File: config.mk
export PLATFORM = sky130hd
export DESIGN_NAME = v4dmn_div
export DESIGN_NICKNAME = d
export VERILOG_FILES = /design/src/design/v4dmn_pkg.sv /design/src/design/v4dmn_div.sv
export SDC_FILE = /design/constraint.sdc
export NUM_CORES = 2
export LEC_CHECK = 0
export ABC_CLOCK_PERIOD_IN_PS = 10580
export BUFFER_PORTS_ARGS = -buffer_cell sky130_fd_sc_hd__buf_2
export CORE_AREA = 3 3 568 570
export DETAILED_ROUTE_END_ITERATION = 7
export DIE_AREA = 0 0 571 573
export PLACE_DENSITY_LB_ADDON = 0.08
export REMOVE_ABC_BUFFERS = 1
export SYNTH_ARGS = -nofsm -noshare
export SYNTH_HDL_FRONTEND = slang
export SYNTH_SLANG_ARGS = --single-unit
export TNS_END_PERCENT = 20
File: constraint.sdc
create_clock -name clk -period 10.58 [get_ports clk]
set_clock_uncertainty 0.05 [all_clocks]
set_input_delay 2.116 -clock clk [delete_from_list [all_inputs] [get_ports clk]]
set_output_delay 2.116 -clock clk [all_outputs]
set_load 0.005 [all_outputs]
File: src/design/v4dmn_pkg.sv
// ----------------------------------------------------------------------------
// v4dmn_pkg: shared types and constants for the 4-vector dot/length unit
// Operation codes and field widths.
// ----------------------------------------------------------------------------
package v4dmn_pkg;

  localparam int CompWidthDef = 16;
  localparam int ScalarBits   = 34;
  localparam int NormBits     = 16;
  localparam int NormFrac     = 14;

  typedef enum logic [1:0] {
    OP_DOT  = 2'd0,
    OP_SQR  = 2'd1,
    OP_LEN  = 2'd2,
    OP_NORM = 2'd3
  } op_t;

endpackage

File: src/design/v4dmn_div.sv
// ----------------------------------------------------------------------------
// v4dmn_div: pipelined restoring divider for three normalize quotients
// Computes round(|c| * 2^14 / len) for x, y and z, one quotient bit a stage,
// and applies clamp and sign at the output.
// ----------------------------------------------------------------------------
module v4dmn_div #(
  parameter int CW    = 16,
  parameter int LW    = 9,
  parameter type SB_T = logic
) (
  input  logic                      clk,
  input  logic                      rst_n,
  input  logic                      en,
  input  logic                      in_valid,
  input  logic [2:0][CW-1:0]        in_mag,
  input  logic [2:0]                in_neg,
  input  logic [LW-1:0]             in_len,
  input  SB_T                       in_sb,
  output logic                      out_valid,
  output logic [2:0][v4dmn_pkg::NormBits-1:0] out_q,
  output SB_T                       out_sb
);
  import v4dmn_pkg::*;

  // Dividend is mag*2^14 + len/2; quotient width covers mag*2^14 plus one.
  localparam int NW = CW + NormFrac + 1;
  localparam int QW = NW;

  logic                 v_r  [QW+1];
  logic [2:0][NW-1:0]   num_r[QW+1];
  logic [2:0][LW:0]     rem_r[QW+1];
  logic [2:0][QW-1:0]   q_r  [QW+1];
  logic [2:0]           neg_r[QW+1];
  logic [LW-1:0]        den_r[QW+1];
  SB_T                  sb_r [QW+1];

  for (genvar k = 0; k < 3; k++) begin : g_num
    assign num_r[0][k] = (NW'(in_mag[k]) << NormFrac) + NW'(in_len >> 1);
  end
  assign v_r[0]   = in_valid;
  assign rem_r[0] = '0;
  assign q_r[0]   = '0;
  assign neg_r[0] = in_neg;
  assign den_r[0] = in_len;
  assign sb_r[0]  = in_sb;

  for (genvar s = 0; s < QW; s++) begin : g_stage
    logic               vs_r;
    logic [2:0][NW-1:0] nums_r;
    logic [2:0][LW:0]   rems_r;
    logic [2:0][QW-1:0] qs_r;
    logic [2:0]         negs_r;
    logic [LW-1:0]      dens_r;
    SB_T                sbs_r;
    logic [2:0][LW+1:0] trial;
    always_comb begin
      for (int k = 0; k < 3; k++) begin
        trial[k] = {rem_r[s][k], num_r[s][k][NW-1]};
      end
    end
    always_ff @(posedge clk) begin
      if (!rst_n) begin
        vs_r <= 1'b0;
      end else if (en) begin
        vs_r <= v_r[s];
      end
      if (en) begin
        negs_r <= neg_r[s];
        dens_r <= den_r[s];
        sbs_r  <= sb_r[s];
        for (int k = 0; k < 3; k++) begin
          nums_r[k] <= num_r[s][k] << 1;
          if (trial[k] >= (LW+2)'(den_r[s])) begin
            rems_r[k] <= (LW+1)'(trial[k] - (LW+2)'(den_r[s]));
            qs_r[k]   <= {q_r[s][k][QW-2:0], 1'b1};
          end else begin
            rems_r[k] <= (LW+1)'(trial[k]);
            qs_r[k]   <= {q_r[s][k][QW-2:0], 1'b0};
          end
        end
      end
    end
    assign v_r[s+1]   = vs_r;
    assign num_r[s+1] = nums_r;
    assign rem_r[s+1] = rems_r;
    assign q_r[s+1]   = qs_r;
    assign neg_r[s+1] = negs_r;
    assign den_r[s+1] = dens_r;
    assign sb_r[s+1]  = sbs_r;
  end

  // Clamp to one and apply the sign.
  always_comb begin
    logic [QW-1:0] qc;
    for (int k = 0; k < 3; k++) begin
      qc = (q_r[QW][k] > QW'(1 << NormFrac)) ? QW'(1 << NormFrac) : q_r[QW][k];
      out_q[k] = neg_r[QW][k] ? NormBits'(-qc) : NormBits'(qc);
    end
  end
  assign out_valid = v_r[QW];
  assign out_sb    = sb_r[QW];
endmodule

==> metrics <==
initial detailed-routing violation count=5762; P_sw=about 14 mW; Synth Warn #=0; Post-Route Setup TNS=0 ns; reg2reg setup slack=6.96 ns; cts repair resizes=0; GRT Overall Usage=0.184; crit-path cells=nor4_1 > nand4b_1 > or4b_4 > a21oi_4 > nand2_1 > ha_1 > nor2_1 > nor2_1 > o21a_1 > a311oi_1 > buf_2; cell area after synthesis=roughly 0.14 mm²; Synth cell types=79; Via Count=about 80000; gp weighted congestion=0.871; layout cells sized above 1=0.123; Synth Area per Inst=14.3 µm²; gr ovfl total=0; core area=0.318 mm²; Final setup viols=0; Post-Synthesis Cells=around 10000; port bufs=approximately 110; combinational power share=0.317; Worst Reg2Reg Path Length in Cells=7; post-DR vias/cell=between 5 and 6; first-pass GRT wire length=470000 µm; post-detailed-route count of antenna-violating nets=0; crit path max fanout=9; Syn-to-layout area delta=12.2%; Place WS=~4.7 ns; CTS Hold Bufs=0; flops & latches, synth=3139; Die Y-Extent=573 µm; final cell count without fillers=14800; die span in x=about 570 µm; initial antenna violation count=20; overall die area=between 0.3 and 0.4 mm²; Max stage delay on crit path=just over 0.6 ns; clock net sink count=between 3000 and 4000; post-synthesis sequential area ratio=0.657; number of flops mapped to enable cells by yosys=between 3000 and 4000; fraction of registers with async set/reset=0; Leakage=59.0 nW; DR DRC count=0; Clock Tree Buf Depth=4; Nets=11300; CP Data Arrival Time=4.56 ns; clock root buffer master=clkbuf_16; worst-margin pin slew=1.18 ns; max_cap viols=0; final worst slack=3.86 ns; FP Rows=207; placed cell areas=about 0.15 mm²; critical path's slowest cell=or4b_4; Reg-to-Reg End=g_stage[7].rems_r[13]; Worst setup endpoint=out_q[10]; # IOs=115; Clock power frac=0.270; WL final=between 300000 and 400000 µm; Synth area leaders=edfxtp_1 (65%), ha_1 (6.8%), mux2_2 (4.3%), xnor2_1 (2.3%), nor2_1 (2.0%); Placed Instances=14200; unrepaired setup endpoints after global routing=no; Setup crit start=g_stage[30].qs_r[5]; Yosys top cell by area=edfxtp_1; fmax=around 0.15 GHz; Int Pwr=approximately 31 mW; Switching Share=0.316; CTS tree=yes; Critical Path Source Type=register; WL per Instance=20.7 µm; Hold Fails Final Rpt=0; vias in the first global route=78700; largest net degree at the start of global routing=192; number of max-slew violations in the final report=0; Hold WC Path Type=reg -> reg; H-tree Lvls=5; RR Startpoint=g_stage[6].dens_r[1]; Synth Flop Type=edfxtp_1; Post-CTS Setup Inserts=0; Final Cycle Share=0.636; most common cell after layout, fill and taps aside=edfxtp_1; Critical Path Most Common Cell=nor2_1; clk_lat worst skew=0.93 ns; most frequent cells in the layout=edfxtp_1 (3108), ha_1 (783), nor2_1 (749); CP required=8.41 ns; status=completed; Final Cell Area=0.160 mm²; WS Path Type=reg -> out; Peak VDD IR=0.000157 V; Worst slew margin=0.212; crit path time final=approximately 6.7 ns; post-synth top area share=0.652; DR pass1 iterations=6; CTS Buf Count=339; crit path capture type=output pin; hold slack=0.325 ns; Initial Utilization=0.450; pwr dens=280 mW/mm²; HPWL Detailed=about 220000 µm; clk slew on worst S/H paths=0.06 ns; share of total power in sequential cells=0.413
-- cells in the mapped netlist (all sizes together), types with 24 or more instances --
cell type  instances
o211ai            33
nand2b           121
nor2b            258
nor3b             66
o2111ai          102
xnor2            369
o21ai            340
mux2             551
nor4              32
o21a             141
or3               54
ha               783
edfxtp          3108
xor2              82
nor3             184
inv              646
a21o              81
dfxtp             31
a31oi             57
a21oi            480
fa                87
o31ai             26
nand3             84
a21boi           100
clkbuf            84
nor2             750
o31a              26
mux2i            219
o41ai             24
nand2            507
a211oi            36
nand3b            33
a2111oi           72
nand4            212
-- state kept, by name, indices dropped and copies added, names as in the netlist, 30 cells and up --
register and cells:
g_stage.vs_r 30, g_stage.sbs_r 30, g_stage.dens_r 248, g_stage.negs_r 93, g_stage.rems_r 850, g_stage.qs_r 1426
g_stage.nums_r 427, g_stage.trial 33
-- kinds of logic (layout without fill, tap and decap cells) --
logic type,count (synthesis),after routing,synth area share
AOI/OAI and AO/OA,1603,1603,0.0740
xor gates and xnor gates,451,451,0.0276
adders and majority gates,870,870,0.0807
buffers and inverters,751,1427,0.0199
DFF,3139,3139,0.657
muxes,770,770,0.0587
other,0,3,0
and+or+nand+nor,2387,2387,0.0823
-- area by class of cell --
cell class,count,area (µm²)
fill,26700,157000
tap,4180,5230
clock inverter,229,2780
inverter,647,2430
multi-input combinational,6081,46200
timing repair buffer,150,1040
sequential,3139,94000
antenna,3,7.51
clock buffer,401,8810
-- routing by layer --
layer  vias up  GRT usage  part of all wire
met4         2     0.0555             0.030
li1      38600          -                 -
met3       485     0.0209             0.039
met2      1591      0.297              0.47
met5         -          0          0.000042
met1     39000      0.264              0.46
-- power by group through the flow --
stage / sequential, mW / combinational, mW / clock [mW]
floorplan: 17.8 / 10.7 / 0
global placement: 18.8 / 14.0 / 0
detailed placement: 18.8 / 14.2 / 0
CTS: 18.6 / 14.3 / 12.5
global route: 18.7 / 15.8 / 13.0
finish: 18.5 / 14.2 / 12.1
-- through the flow --
stage	power, mW	utilization
6_report	44.9	0.505
4_1_cts	45.4	0.505
2_1_floorplan	28.6	-
5_1_grt	47.6	0.505
3_5_place_dp	32.9	0.469
3_3_place_gp	32.8	0.469
-- how the worst min path moves through the flow --
stage | end | cells past startpoint | startpoint
after detailed placement | g_stage[10].qs_r[37] | 0 | g_stage[9].qs_r[36]
after global placement | g_stage[12].qs_r[7] | 0 | g_stage[11].qs_r[6]
after CTS | g_stage[14].qs_r[37] | 0 | g_stage[13].qs_r[36]
after floorplan | g_stage[10].negs_r[0] | 0 | g_stage[9].negs_r[0]
after global routing | g_stage[26].qs_r[72] | 0 | g_stage[25].qs_r[71]
final | g_stage[14].qs_r[37] | 0 | g_stage[13].qs_r[36]
-- critical path: cells and delay by family, from the launching register on --
family	cells	cell delay, ns
buf+inv	1	0.16
simple gates	6	2.08
fa+ha+maj	1	0.32
compound gates	3	0.65
flops	1	0.45
Note: power is estimated with default switching activity, not from simulation.
