**src/design/v4dmn_sqrt.sv**
```systemverilog
// ----------------------------------------------------------------------------
// v4dmn_sqrt: pipelined rounded integer square root
// One result bit per stage, restoring method, round to nearest at the end.
// Sideband data of type SB_T rides along with each item.
// ----------------------------------------------------------------------------
module v4dmn_sqrt #(
  parameter int IN_W  = 36,
  parameter type SB_T = logic
) (
  input  logic            clk,
  input  logic            rst_n,
  input  logic            en,
  input  logic            in_valid,
  input  logic [IN_W-1:0] in_rad,
  input  SB_T             in_sb,
  output logic            out_valid,
  output logic [IN_W/2:0] out_root,
  output SB_T             out_sb
);
  localparam int RW = (IN_W + 1) / 2;
  localparam int PW = 2 * RW;

  logic          v_r   [RW+1];
  logic [PW-1:0] rad_r [RW+1];
  logic [RW+1:0] rem_r [RW+1];
  logic [RW-1:0] root_r[RW+1];
  SB_T           sb_r  [RW+1];

  assign v_r[0]    = in_valid;
  assign rad_r[0]  = PW'(in_rad);
  assign rem_r[0]  = '0;
  assign root_r[0] = '0;
  assign sb_r[0]   = in_sb;

  // Each stage brings down two radicand bits and decides one root bit.
  for (genvar s = 0; s < RW; s++) begin : g_stage
    logic          vs_r;
    logic [PW-1:0] rads_r;
    logic [RW+1:0] rems_r;
    logic [RW-1:0] roots_r;
    SB_T           sbs_r;
    logic [RW+1:0] trial;
    logic [RW+1:0] cand;
    always_comb begin
      trial = {rem_r[s][RW-1:0], rad_r[s][PW-1 -: 2]};
      cand  = {root_r[s], 2'b01};
    end
    always_ff @(posedge clk) begin
      if (!rst_n) begin
        vs_r <= 1'b0;
      end else if (en) begin
        vs_r <= v_r[s];
      end
      if (en) begin
        rads_r <= rad_r[s] << 2;
        sbs_r  <= sb_r[s];
        if (trial >= cand) begin
          rems_r  <= trial - cand;
          roots_r <= {root_r[s][RW-2:0], 1'b1};
        end else begin
          rems_r  <= trial;
          roots_r <= {root_r[s][RW-2:0], 1'b0};
        end
      end
    end
    assign v_r[s+1]    = vs_r;
    assign rad_r[s+1]  = rads_r;
    assign rem_r[s+1]  = rems_r;
    assign root_r[s+1] = roots_r;
    assign sb_r[s+1]   = sbs_r;
  end

  // Round to nearest: a remainder above the truncated root rounds up.
  assign out_valid = v_r[RW];
  assign out_sb    = sb_r[RW];
  assign out_root  = (IN_W/2+1)'((rem_r[RW] > (RW+2)'(root_r[RW]))
                     ? {1'b0, root_r[RW]} + 1'b1 : {1'b0, root_r[RW]});
endmodule

```
**config.mk**
```make
export PLATFORM = sky130hd
export DESIGN_NAME = v4dmn_sqrt
export DESIGN_NICKNAME = d
export VERILOG_FILES = /design/src/design/v4dmn_sqrt.sv
export SDC_FILE = /design/constraint.sdc
export NUM_CORES = 1
export LEC_CHECK = 0
export BUFFER_PORTS_ARGS = -buffer_cell sky130_fd_sc_hd__buf_2
export CAP_MARGIN = 30
export CORE_ASPECT_RATIO = 0.6
export CORE_UTILIZATION = 51
export CTS_BUF_LIST = sky130_fd_sc_hd__clkbuf_8
export CTS_CLUSTER_DIAMETER = 60
export DETAILED_ROUTE_END_ITERATION = 10
export PLACE_DENSITY_LB_ADDON = 0.3
export SETUP_SLACK_MARGIN = 0.3
export SLEW_MARGIN = 40
export SYNTH_ARGS = -nofsm -noshare
export SYNTH_HDL_FRONTEND = slang
export SYNTH_SLANG_ARGS = --single-unit
```
**constraint.sdc**
```tcl
create_clock -name clk -period 6.86 [get_ports clk]
set_input_delay 0.343 -clock clk [delete_from_list [all_inputs] [get_ports clk]]
set_output_delay 0.343 -clock clk [all_outputs]
set_load 0.02 [all_outputs]
```
==> results of run 1 <==
==> logic make-up (layout without fill, tap and decap cells) <==
| group | after synthesis | count (layout) | share of synthesized area (%) |
|---|---|---|---|
| AO/OA/AOI/OAI | 534 | 534 | 8.79 |
| XOR/XNOR | 237 | 237 | 5.51 |
| adder cells (fa/ha/maj) | 209 | 209 | 6.94 |
| buffers and inverters | 295 | 591 | 2.98 |
| flip-flops | 812 | 812 | 64.2 |
| multiplexers | 69 | 69 | 2.01 |
| other | 1 | 1 | 0.00995 |
| AND/OR/NAND/NOR | 708 | 708 | 9.51 |
==> Yosys cell counts (39+ instances only) <==
library cell               instances
sky130_fd_sc_hd__ha_1            209
sky130_fd_sc_hd__mux2_2           42
sky130_fd_sc_hd__xor2_1           93
sky130_fd_sc_hd__o21a_1           48
sky130_fd_sc_hd__xnor2_1         144
sky130_fd_sc_hd__a21o_1           53
sky130_fd_sc_hd__a21oi_1         188
sky130_fd_sc_hd__nand2_1         145
sky130_fd_sc_hd__edfxtp_1        794
sky130_fd_sc_hd__nand3_1          51
sky130_fd_sc_hd__nor2_1          183
sky130_fd_sc_hd__nand4_1          39
sky130_fd_sc_hd__nor3_1           69
sky130_fd_sc_hd__inv_1           254
sky130_fd_sc_hd__o21ai_0         120
sky130_fd_sc_hd__nor2b_1          50
==> area by class of cell <==
class	instances	area share, %
inverter	256	2.28
timing repair buffer	118	2.28
tap	975	2.90
clock buffer	123	4.02
sequential	812	57.5
multi-input combinational	1758	29.4
clock inverter	94	1.56
==> report_power, final <==
part / internal (mW) / leakage (nW) / total [mW] / switching, mW
combinational: 1.28 / 7.49 / 2.94 / 1.66
clock: 1.98 / 1.32 / 3.85 / 1.86
sequential: 6.27 / 7.76 / 6.64 / 0.364
total: 9.54 / 16.6 / 13.4 / 3.89
==> through the flow <==
stage | utilization (%) | setup WS [ns] | hold WS (ns)
after global routing | 58.1 | 2.16 | 0.233
after detailed placement | 54.3 | 3.26 | 0.405
after global placement | 54.2 | 3.23 | 0.400
after CTS | 58.1 | 2.42 | 0.205
final | 58.1 | 2.49 | 0.302
after floorplan | - | 3.75 | 0.400
==> state kept, by name, summed over array words and instances (netlist names) <==
signal / count
out_valid: 1
g_stage.vs_r: 17
g_stage.rads_r: 306
g_stage.roots_r: 171
g_stage.rems_r: 299
g_stage.sbs_r: 17
out_sb: 1
==> worst min path at each step <==
stage / from / end / slack, ns / cells after the start
after detailed placement: g_stage[10].rads_r[28]$_DFFE_PP_ / g_stage[11].rads_r[30]$_DFFE_PP_ / 0.40 / 0
final: in_rad[0] / g_stage[0].rads_r[2]$_DFFE_PP_ / 0.30 / 2
after CTS: in_rad[5] / g_stage[0].rads_r[7]$_DFFE_PP_ / 0.21 / 2
after floorplan: g_stage[9].rads_r[20]$_DFFE_PP_ / g_stage[10].rads_r[22]$_DFFE_PP_ / 0.40 / 0
after global placement: g_stage[7].sbs_r$_DFFE_PP_ / g_stage[8].sbs_r$_DFFE_PP_ / 0.40 / 0
after global routing: in_rad[3] / g_stage[0].rads_r[5]$_DFFE_PP_ / 0.23 / 2
==> per-layer routing <==
metal  vias up  track usage, %
met1     10900            29.2
met3       124            3.17
li1      11000               -
met5         -               0
met2       627            26.8
met4         0            5.77
==> flow_summary.rst, run 1 <==
.. list-table::
   :header-rows: 1

   * - Metric
     - Value
   * - Vias per Instance
     - 5.48
   * - Dpl hpwl
     - 48.5 mm
   * - Quantity of hold-fixing buffers added after cts
     - 42
   * - DR top layer
     - met4
   * - Total negative slack for setup checks
     - 0 ns
   * - Post-layout instance area
     - 0.0421 mm^2
   * - Maximum buffer depth of the clock tree
     - 3
   * - Number of distinct standard cells referenced by the synthesized netlist
     - 83
   * - # setup viols final
     - 0
   * - H-tree lvl count
     - 3
   * - Post-route ant nets
     - 0
   * - Synthesis warning total
     - 0
   * - Routability cong.
     - 0.905
   * - Number of storage elements in the synthesis netlist
     - 812
   * - Worst reg2reg path startpoint
     - g_stage[16].rems_r[0]$_DFFE_PP_
   * - Length in cells of the worst reg-to-reg path
     - 9
   * - Synth top area share
     - 63.3%
   * - Cells after Synth
     - 2865
   * - Total length of routed met3 wires
     - 3.81 mm
   * - Share of cells above drive strength 1
     - 9.90%
   * - CTS clock-pin slew for the worst setup and hold paths
     - 0.07 ns
   * - Transition at the pin with the smallest max-transition slack
     - 0.811 ns
   * - Main area contributors after synthesis
     - sky130_fd_sc_hd__edfxtp_1, sky130_fd_sc_hd__ha_1, sky130_fd_sc_hd__xnor2_1
   * - Result of the run
     - finished clean
   * - Startpoint class of the critical path
     - register
   * - Detailed router's first-iteration violation count
     - 2015
   * - Largest net degree at the start of global routing
     - 160
   * - Time the worst path needs with I/O delays and setup
     - 4.37 ns
   * - Vert. Die Dim
     - 213 um
   * - Pre-antenna DRT Iters
     - 5
   * - Combined area of the multi-input logic cells
     - 0.0124 mm^2
   * - Cell with the largest stage delay on the worst path
     - sky130_fd_sc_hd__a2111oi_0
   * - Data required time of the critical path
     - 6.52 ns
   * - Max-slew headroom at the worst pin
     - 45.9%
   * - Count of buffering cells on the critical path with inverters included
     - 2
   * - Most frequent standard cell in the layout excluding fill and tap cells
     - sky130_fd_sc_hd__edfxtp_1
   * - TritonCTS clock tree
     - yes
   * - Gr usage total
     - 18.8%
   * - Initial antenna violation count
     - 0
   * - Area growth, synth to finish
     - 11.7%
   * - Vias in the first global route
     - 22200
   * - Largest stage delay, worst path
     - 0.70 ns
   * - Register area
     - 0.0242 mm^2
   * - Standby leakage power
     - 16.6 nW
   * - Worst Setup End Kind
     - primary output
   * - M1 WL
     - 35.4 mm
   * - Predominant post-synthesis flop cell
     - sky130_fd_sc_hd__edfxtp_1
   * - Via total after detailed routing
     - 22600
   * - CTS root buffer
     - sky130_fd_sc_hd__clkbuf_8
   * - Placeable core region
     - 0.0724 mm^2
   * - Synth area leader
     - sky130_fd_sc_hd__edfxtp_1
   * - Max Slew Vio Count
     - 0
   * - Residual DRC count
     - 0
   * - Sum of overflow across all layers after global routing
     - 0
   * - Final nets
     - 3312
   * - Number of synthesized flops with an enable pin
     - 794
   * - Count of placed standard cells in the final layout, fillers left out
     - 4136
   * - Ant diodes
     - 0
   * - Portion of the post-synthesis area used by sequential elements
     - 64.2%
   * - I/O pin total
     - 62
   * - Critical path, cell by cell
     - inv_1, ha_1, o21a_1, o21ai_0, nand2b_1, a2111oi_0, o311ai_4, nand2_1, mux2_2, buf_2
   * - End point of the critical path
     - out_root[1]
   * - Hold/Removal Path Class
     - input pin to register
   * - Final cycle utilization of the critical path
     - 63.7%
   * - Max-capacitance violation count
     - 0
   * - Power density normalized to cell area
     - 319 mW/mm^2
   * - Synthesized netlist net count
     - 3115
   * - Met2 routed WL
     - 29.0 mm
   * - Path length in cells of the critical path
     - 10
   * - Setup Skew
     - 0.0456 ns
   * - Count of fill cells added during filler insertion
     - 5628
   * - Max Fanout on Critical Path
     - 18
   * - Pwr Total
     - 13.4 mW
   * - Number of I/O port buffers
     - 61
   * - Clock insertion delay at the later pin of the skew report
     - 0.74 ns
   * - Final wirelength
     - 69.6 mm
   * - Post-CTS Setup Inserts
     - 0
   * - Final hold vios
     - 0
   * - Critical register-to-register path endpoint
     - g_stage[17].rems_r[11]$_DFFE_PP_
   * - Clock sink count
     - 812
   * - Inserted Clock Buffers
     - 116
   * - Type of the worst setup path
     - register to primary output
   * - Upper clock frequency limit
     - 229 MHz
   * - Cell family with most CP delay
     - compound AO/OA/AOI/OAI gates
   * - Unrepaired setup endpoints after global routing
     - false
   * - Placed instance count
     - 3875
   * - Mean instance size in the synthesized netlist
     - 13.1 um^2
   * - Cell area after synthesis
     - 0.0377 mm^2
   * - Number of gates resized after cts
     - 0
   * - Effective utilization at floorplan
     - 52.1%
   * - Area of the die
     - 0.0750 mm^2
   * - Arrival time at the worst endpoint
     - 4.03 ns
   * - Horizontal die dimension
     - 353 um
   * - Worst setup path startpoint
     - g_stage[17].roots_r[2]$_DFFE_PP_
   * - Worst VDD drop
     - 168 uV
   * - Most frequent cells in the layout
     - sky130_fd_sc_hd__edfxtp_1, sky130_fd_sc_hd__inv_1, sky130_fd_sc_hd__ha_1
   * - Internal reg-to-reg setup slack
     - 3.35 ns
   * - Global-route wire length before repair
     - 114 mm
   * - Placed inst area
     - 0.0393 mm^2
   * - Ys async rst share
     - 0%
   * - Site row count
     - 76
   * - WL/cell
     - 16.8 um
Note: power is estimated with default switching activity, not from simulation.
==> inputs of run 2 (changes only) <==
Clock period 6.86 ns to 4.6 ns, I/O delays scaled along.
==> flow_summary.rst, run 2 (synthesized netlist as in run 1, its figures left out) <==
.. list-table::
   :header-rows: 1

   * - Metric
     - Value
   * - Total length of routed met3 wires
     - 4.53 mm (was 3.81 mm)
   * - Global-route wire length before repair
     - 112 mm (was 114 mm)
   * - Worst Setup End Kind
     - primary output (unchanged)
   * - Clock sink count
     - 812 (unchanged)
   * - Initial antenna violation count
     - 2 (was 0)
   * - Count of fill cells added during filler insertion
     - 5708 (was 5628)
   * - Flip-flop count of the largest register after layout
     - 306 (unchanged)
   * - Internal power contribution
     - 13.8 mW (was 9.54 mW)
   * - Vias per Instance
     - 5.45 (was 5.48)
   * - Site row count
     - 76 (unchanged)
   * - Share of cells above drive strength 1
     - 9.82% (was 9.90%)
   * - Clock insertion delay at the later pin of the skew report
     - 0.79 ns (was 0.74 ns)
   * - Max Fanout on Critical Path
     - 18 (unchanged)
   * - Pwr Total
     - 19.6 mW (was 13.4 mW)
   * - Met2 routed WL
     - 29.3 mm (was 29.0 mm)
   * - Via total after detailed routing
     - 22600 (about the same)
   * - Most frequent cells in the layout
     - sky130_fd_sc_hd__edfxtp_1, sky130_fd_sc_hd__inv_1, sky130_fd_sc_hd__ha_1 (unchanged)
   * - Sum of overflow across all layers after global routing
     - 0 (unchanged)
   * - Post-layout instance area
     - 0.0419 mm^2 (was 0.0421 mm^2)
   * - Worst VDD drop
     - 299 uV (was 168 uV)
   * - Most flop-heavy register
     - g_stage.rads_r (unchanged)
   * - Final cycle utilization of the critical path
     - 88.2%
   * - Vert. Die Dim
     - 213 um (unchanged)
   * - CTS clock-pin slew for the worst setup and hold paths
     - 0.07 ns (about the same)
   * - Placeable core region
     - 0.0724 mm^2 (unchanged)
   * - Fraction of power spent switching nets
     - 29.5% (was 29.0%)
   * - DR top layer
     - met5 (was met4)
   * - H-tree lvl count
     - 3 (unchanged)
   * - I/O pin total
     - 62 (unchanged)
   * - Final nets
     - 3320 (was 3312)
   * - Clock Power Share
     - 27.1% (was 28.6%)
   * - Setup Skew
     - 0.0302 ns (was 0.0456 ns)
   * - Sw power
     - 5.77 mW (was 3.89 mW)
   * - Residual DRC count
     - 0 (unchanged)
   * - Final wirelength
     - 69.9 mm (was 69.6 mm)
   * - Vias in the first global route
     - 21800 (was 22200)
   * - Maximum buffer depth of the clock tree
     - 3 (unchanged)
   * - Largest net degree at the start of global routing
     - 115 (was 160)
   * - Arrival time at the worst endpoint
     - 3.83 ns (was 4.03 ns)
   * - Share of the core filled with cells
     - 57.9% (was 58.1%)
   * - Area growth, synth to finish
     - 11.3% (was 11.7%)
   * - Total negative slack for setup checks
     - 0 ns (unchanged)
   * - Power density normalized to cell area
     - 467 mW/mm^2 (was 319 mW/mm^2)
   * - Result of the run
     - finished clean (unchanged)
   * - Standby leakage power
     - 16.5 nW (was 16.6 nW)
   * - Post-route ant nets
     - 0 (unchanged)
   * - Data required time of the critical path
     - 4.37 ns (was 6.52 ns)
   * - TritonCTS clock tree
     - yes (unchanged)
   * - Startpoint class of the critical path
     - register (unchanged)
   * - Hold/Removal Path Class
     - input pin to register (unchanged)
   * - CTS root buffer
     - sky130_fd_sc_hd__clkbuf_8 (unchanged)
   * - WL/cell
     - 16.9 um (was 16.8 um)
   * - M1 WL
     - 34.8 mm (was 35.4 mm)
   * - Area of the die
     - 0.0750 mm^2 (unchanged)
   * - Inserted Clock Buffers
     - 113 (was 116)
   * - Most frequent standard cell in the layout excluding fill and tap cells
     - sky130_fd_sc_hd__edfxtp_1 (unchanged)
   * - Time the worst path needs with I/O delays and setup
     - 4.06 ns
   * - Max-slew headroom at the worst pin
     - 46.2% (was 45.9%)
   * - Type of the worst setup path
     - register to primary output (unchanged)
   * - Final hold vios
     - 0 (unchanged)
   * - Dpl hpwl
     - 48.3 mm (was 48.5 mm)
   * - Max Slew Vio Count
     - 0 (unchanged)
   * - Number of I/O port buffers
     - 61 (unchanged)
   * - Pre-antenna DRT Iters
     - 5 (unchanged)
   * - Routability cong.
     - 0.918 (was 0.905)
   * - Detailed router's first-iteration violation count
     - 1937 (was 2015)
   * - Combinational share of power
     - 22.4% (was 21.9%)
   * - Horizontal die dimension
     - 353 um (unchanged)
   * - Transition at the pin with the smallest max-transition slack
     - 0.806 ns (was 0.811 ns)
   * - Placed inst area
     - 0.0393 mm^2 (about the same)
   * - Unrepaired setup endpoints after global routing
     - false (unchanged)
   * - Effective utilization at floorplan
     - 52.1% (unchanged)
   * - Reg power frac
     - 50.5% (was 49.4%)
   * - Upper clock frequency limit
     - 247 MHz
   * - Gr usage total
     - 18.7% (was 18.8%)
   * - Largest registers
     - g_stage.rads_r: 306 flops, g_stage.rems_r: 299 flops, g_stage.roots_r: 171 flops (unchanged)
   * - # setup viols final
     - 0 (unchanged)
   * - Max-capacitance violation count
     - 0 (unchanged)
-- run 2: worst paths after layout --
check	start	to	slack, ns	cells after the start
max	g_stage[17].roots_r[2]$_DFFE_PP_	out_root[1]	0.54	10
min	in_rad[28]	g_stage[0].rads_r[30]$_DFFE_PP_	0.14	2
max reg2reg	g_stage[16].rems_r[0]$_DFFE_PP_	g_stage[17].rems_r[12]$_DFFE_PP_	1.15	9
min reg2reg	g_stage[6].rads_r[18]$_DFFE_PP_	g_stage[7].rads_r[20]$_DFFE_PP_	0.40	0
-- run 2: worst max-delay path, cell delays in order (launching register included) --
cell,delay [ns]
sky130_fd_sc_hd__edfxtp_1,0.54
sky130_fd_sc_hd__inv_1,0.27
sky130_fd_sc_hd__ha_1,0.29
sky130_fd_sc_hd__o21a_1,0.11
sky130_fd_sc_hd__o21ai_0,0.14
sky130_fd_sc_hd__nand2b_1,0.17
sky130_fd_sc_hd__a2111oi_2,0.51
sky130_fd_sc_hd__o311ai_4,0.33
sky130_fd_sc_hd__nand2_1,0.20
sky130_fd_sc_hd__mux2_2,0.35
sky130_fd_sc_hd__buf_2,0.16
-- run 2: metal layers --
layer / vias up / GRT usage (%)
li1: 11000 / -
met1: 10800 / 28.2
met4: 2 / 5.49
met2: 656 / 26.9
met3: 112 / 4.41
met5: - / 0
-- run 2: power groups by stage --
stage	clock, mW	sequential, mW	combinational (mW)
final	5.30	9.90	4.39
after global routing	5.79	9.99	4.89
after CTS	5.49	9.89	4.34
after detailed placement	0	10.0	4.28
after global placement	0	10.0	4.07
after floorplan	0	9.81	3.24
-- run 2: repair_timing --
| action | CTS | global route |
|---|---|---|
| hold endpoints to repair | 97 | 0 |
| setup buffers | 0 | 0 |
| gates cloned | 0 | 0 |
| endpoints found under the setup margin | 1 | 9 |
| hold buffers | 44 | 0 |
| resized for setup | 1 | 2 |
-- run 2: per-stage QoR --
step                      setup WS (ns)  hold WS, ns  instances
final                             0.543        0.144       4145
after global routing              0.291       0.0722       4145
after CTS                         0.341       0.0649       4140
after detailed placement           1.03        0.405       3885
after global placement             1.04        0.400       3884
after floorplan                    1.60        0.329       2865
-- run 2: layout make-up --
type / instances / area, um^2 / share of cell area (%)
antenna: 4 / 10.0 / 0.0239
timing repair buffer: 129 / 1030 / 2.45
sequential: 812 / 24200 / 57.7
tap: 975 / 1220 / 2.91
inverter: 256 / 961 / 2.29
multi-input combinational: 1758 / 12400 / 29.6
clock buffer: 116 / 1600 / 3.81
clock inverter: 95 / 520 / 1.24
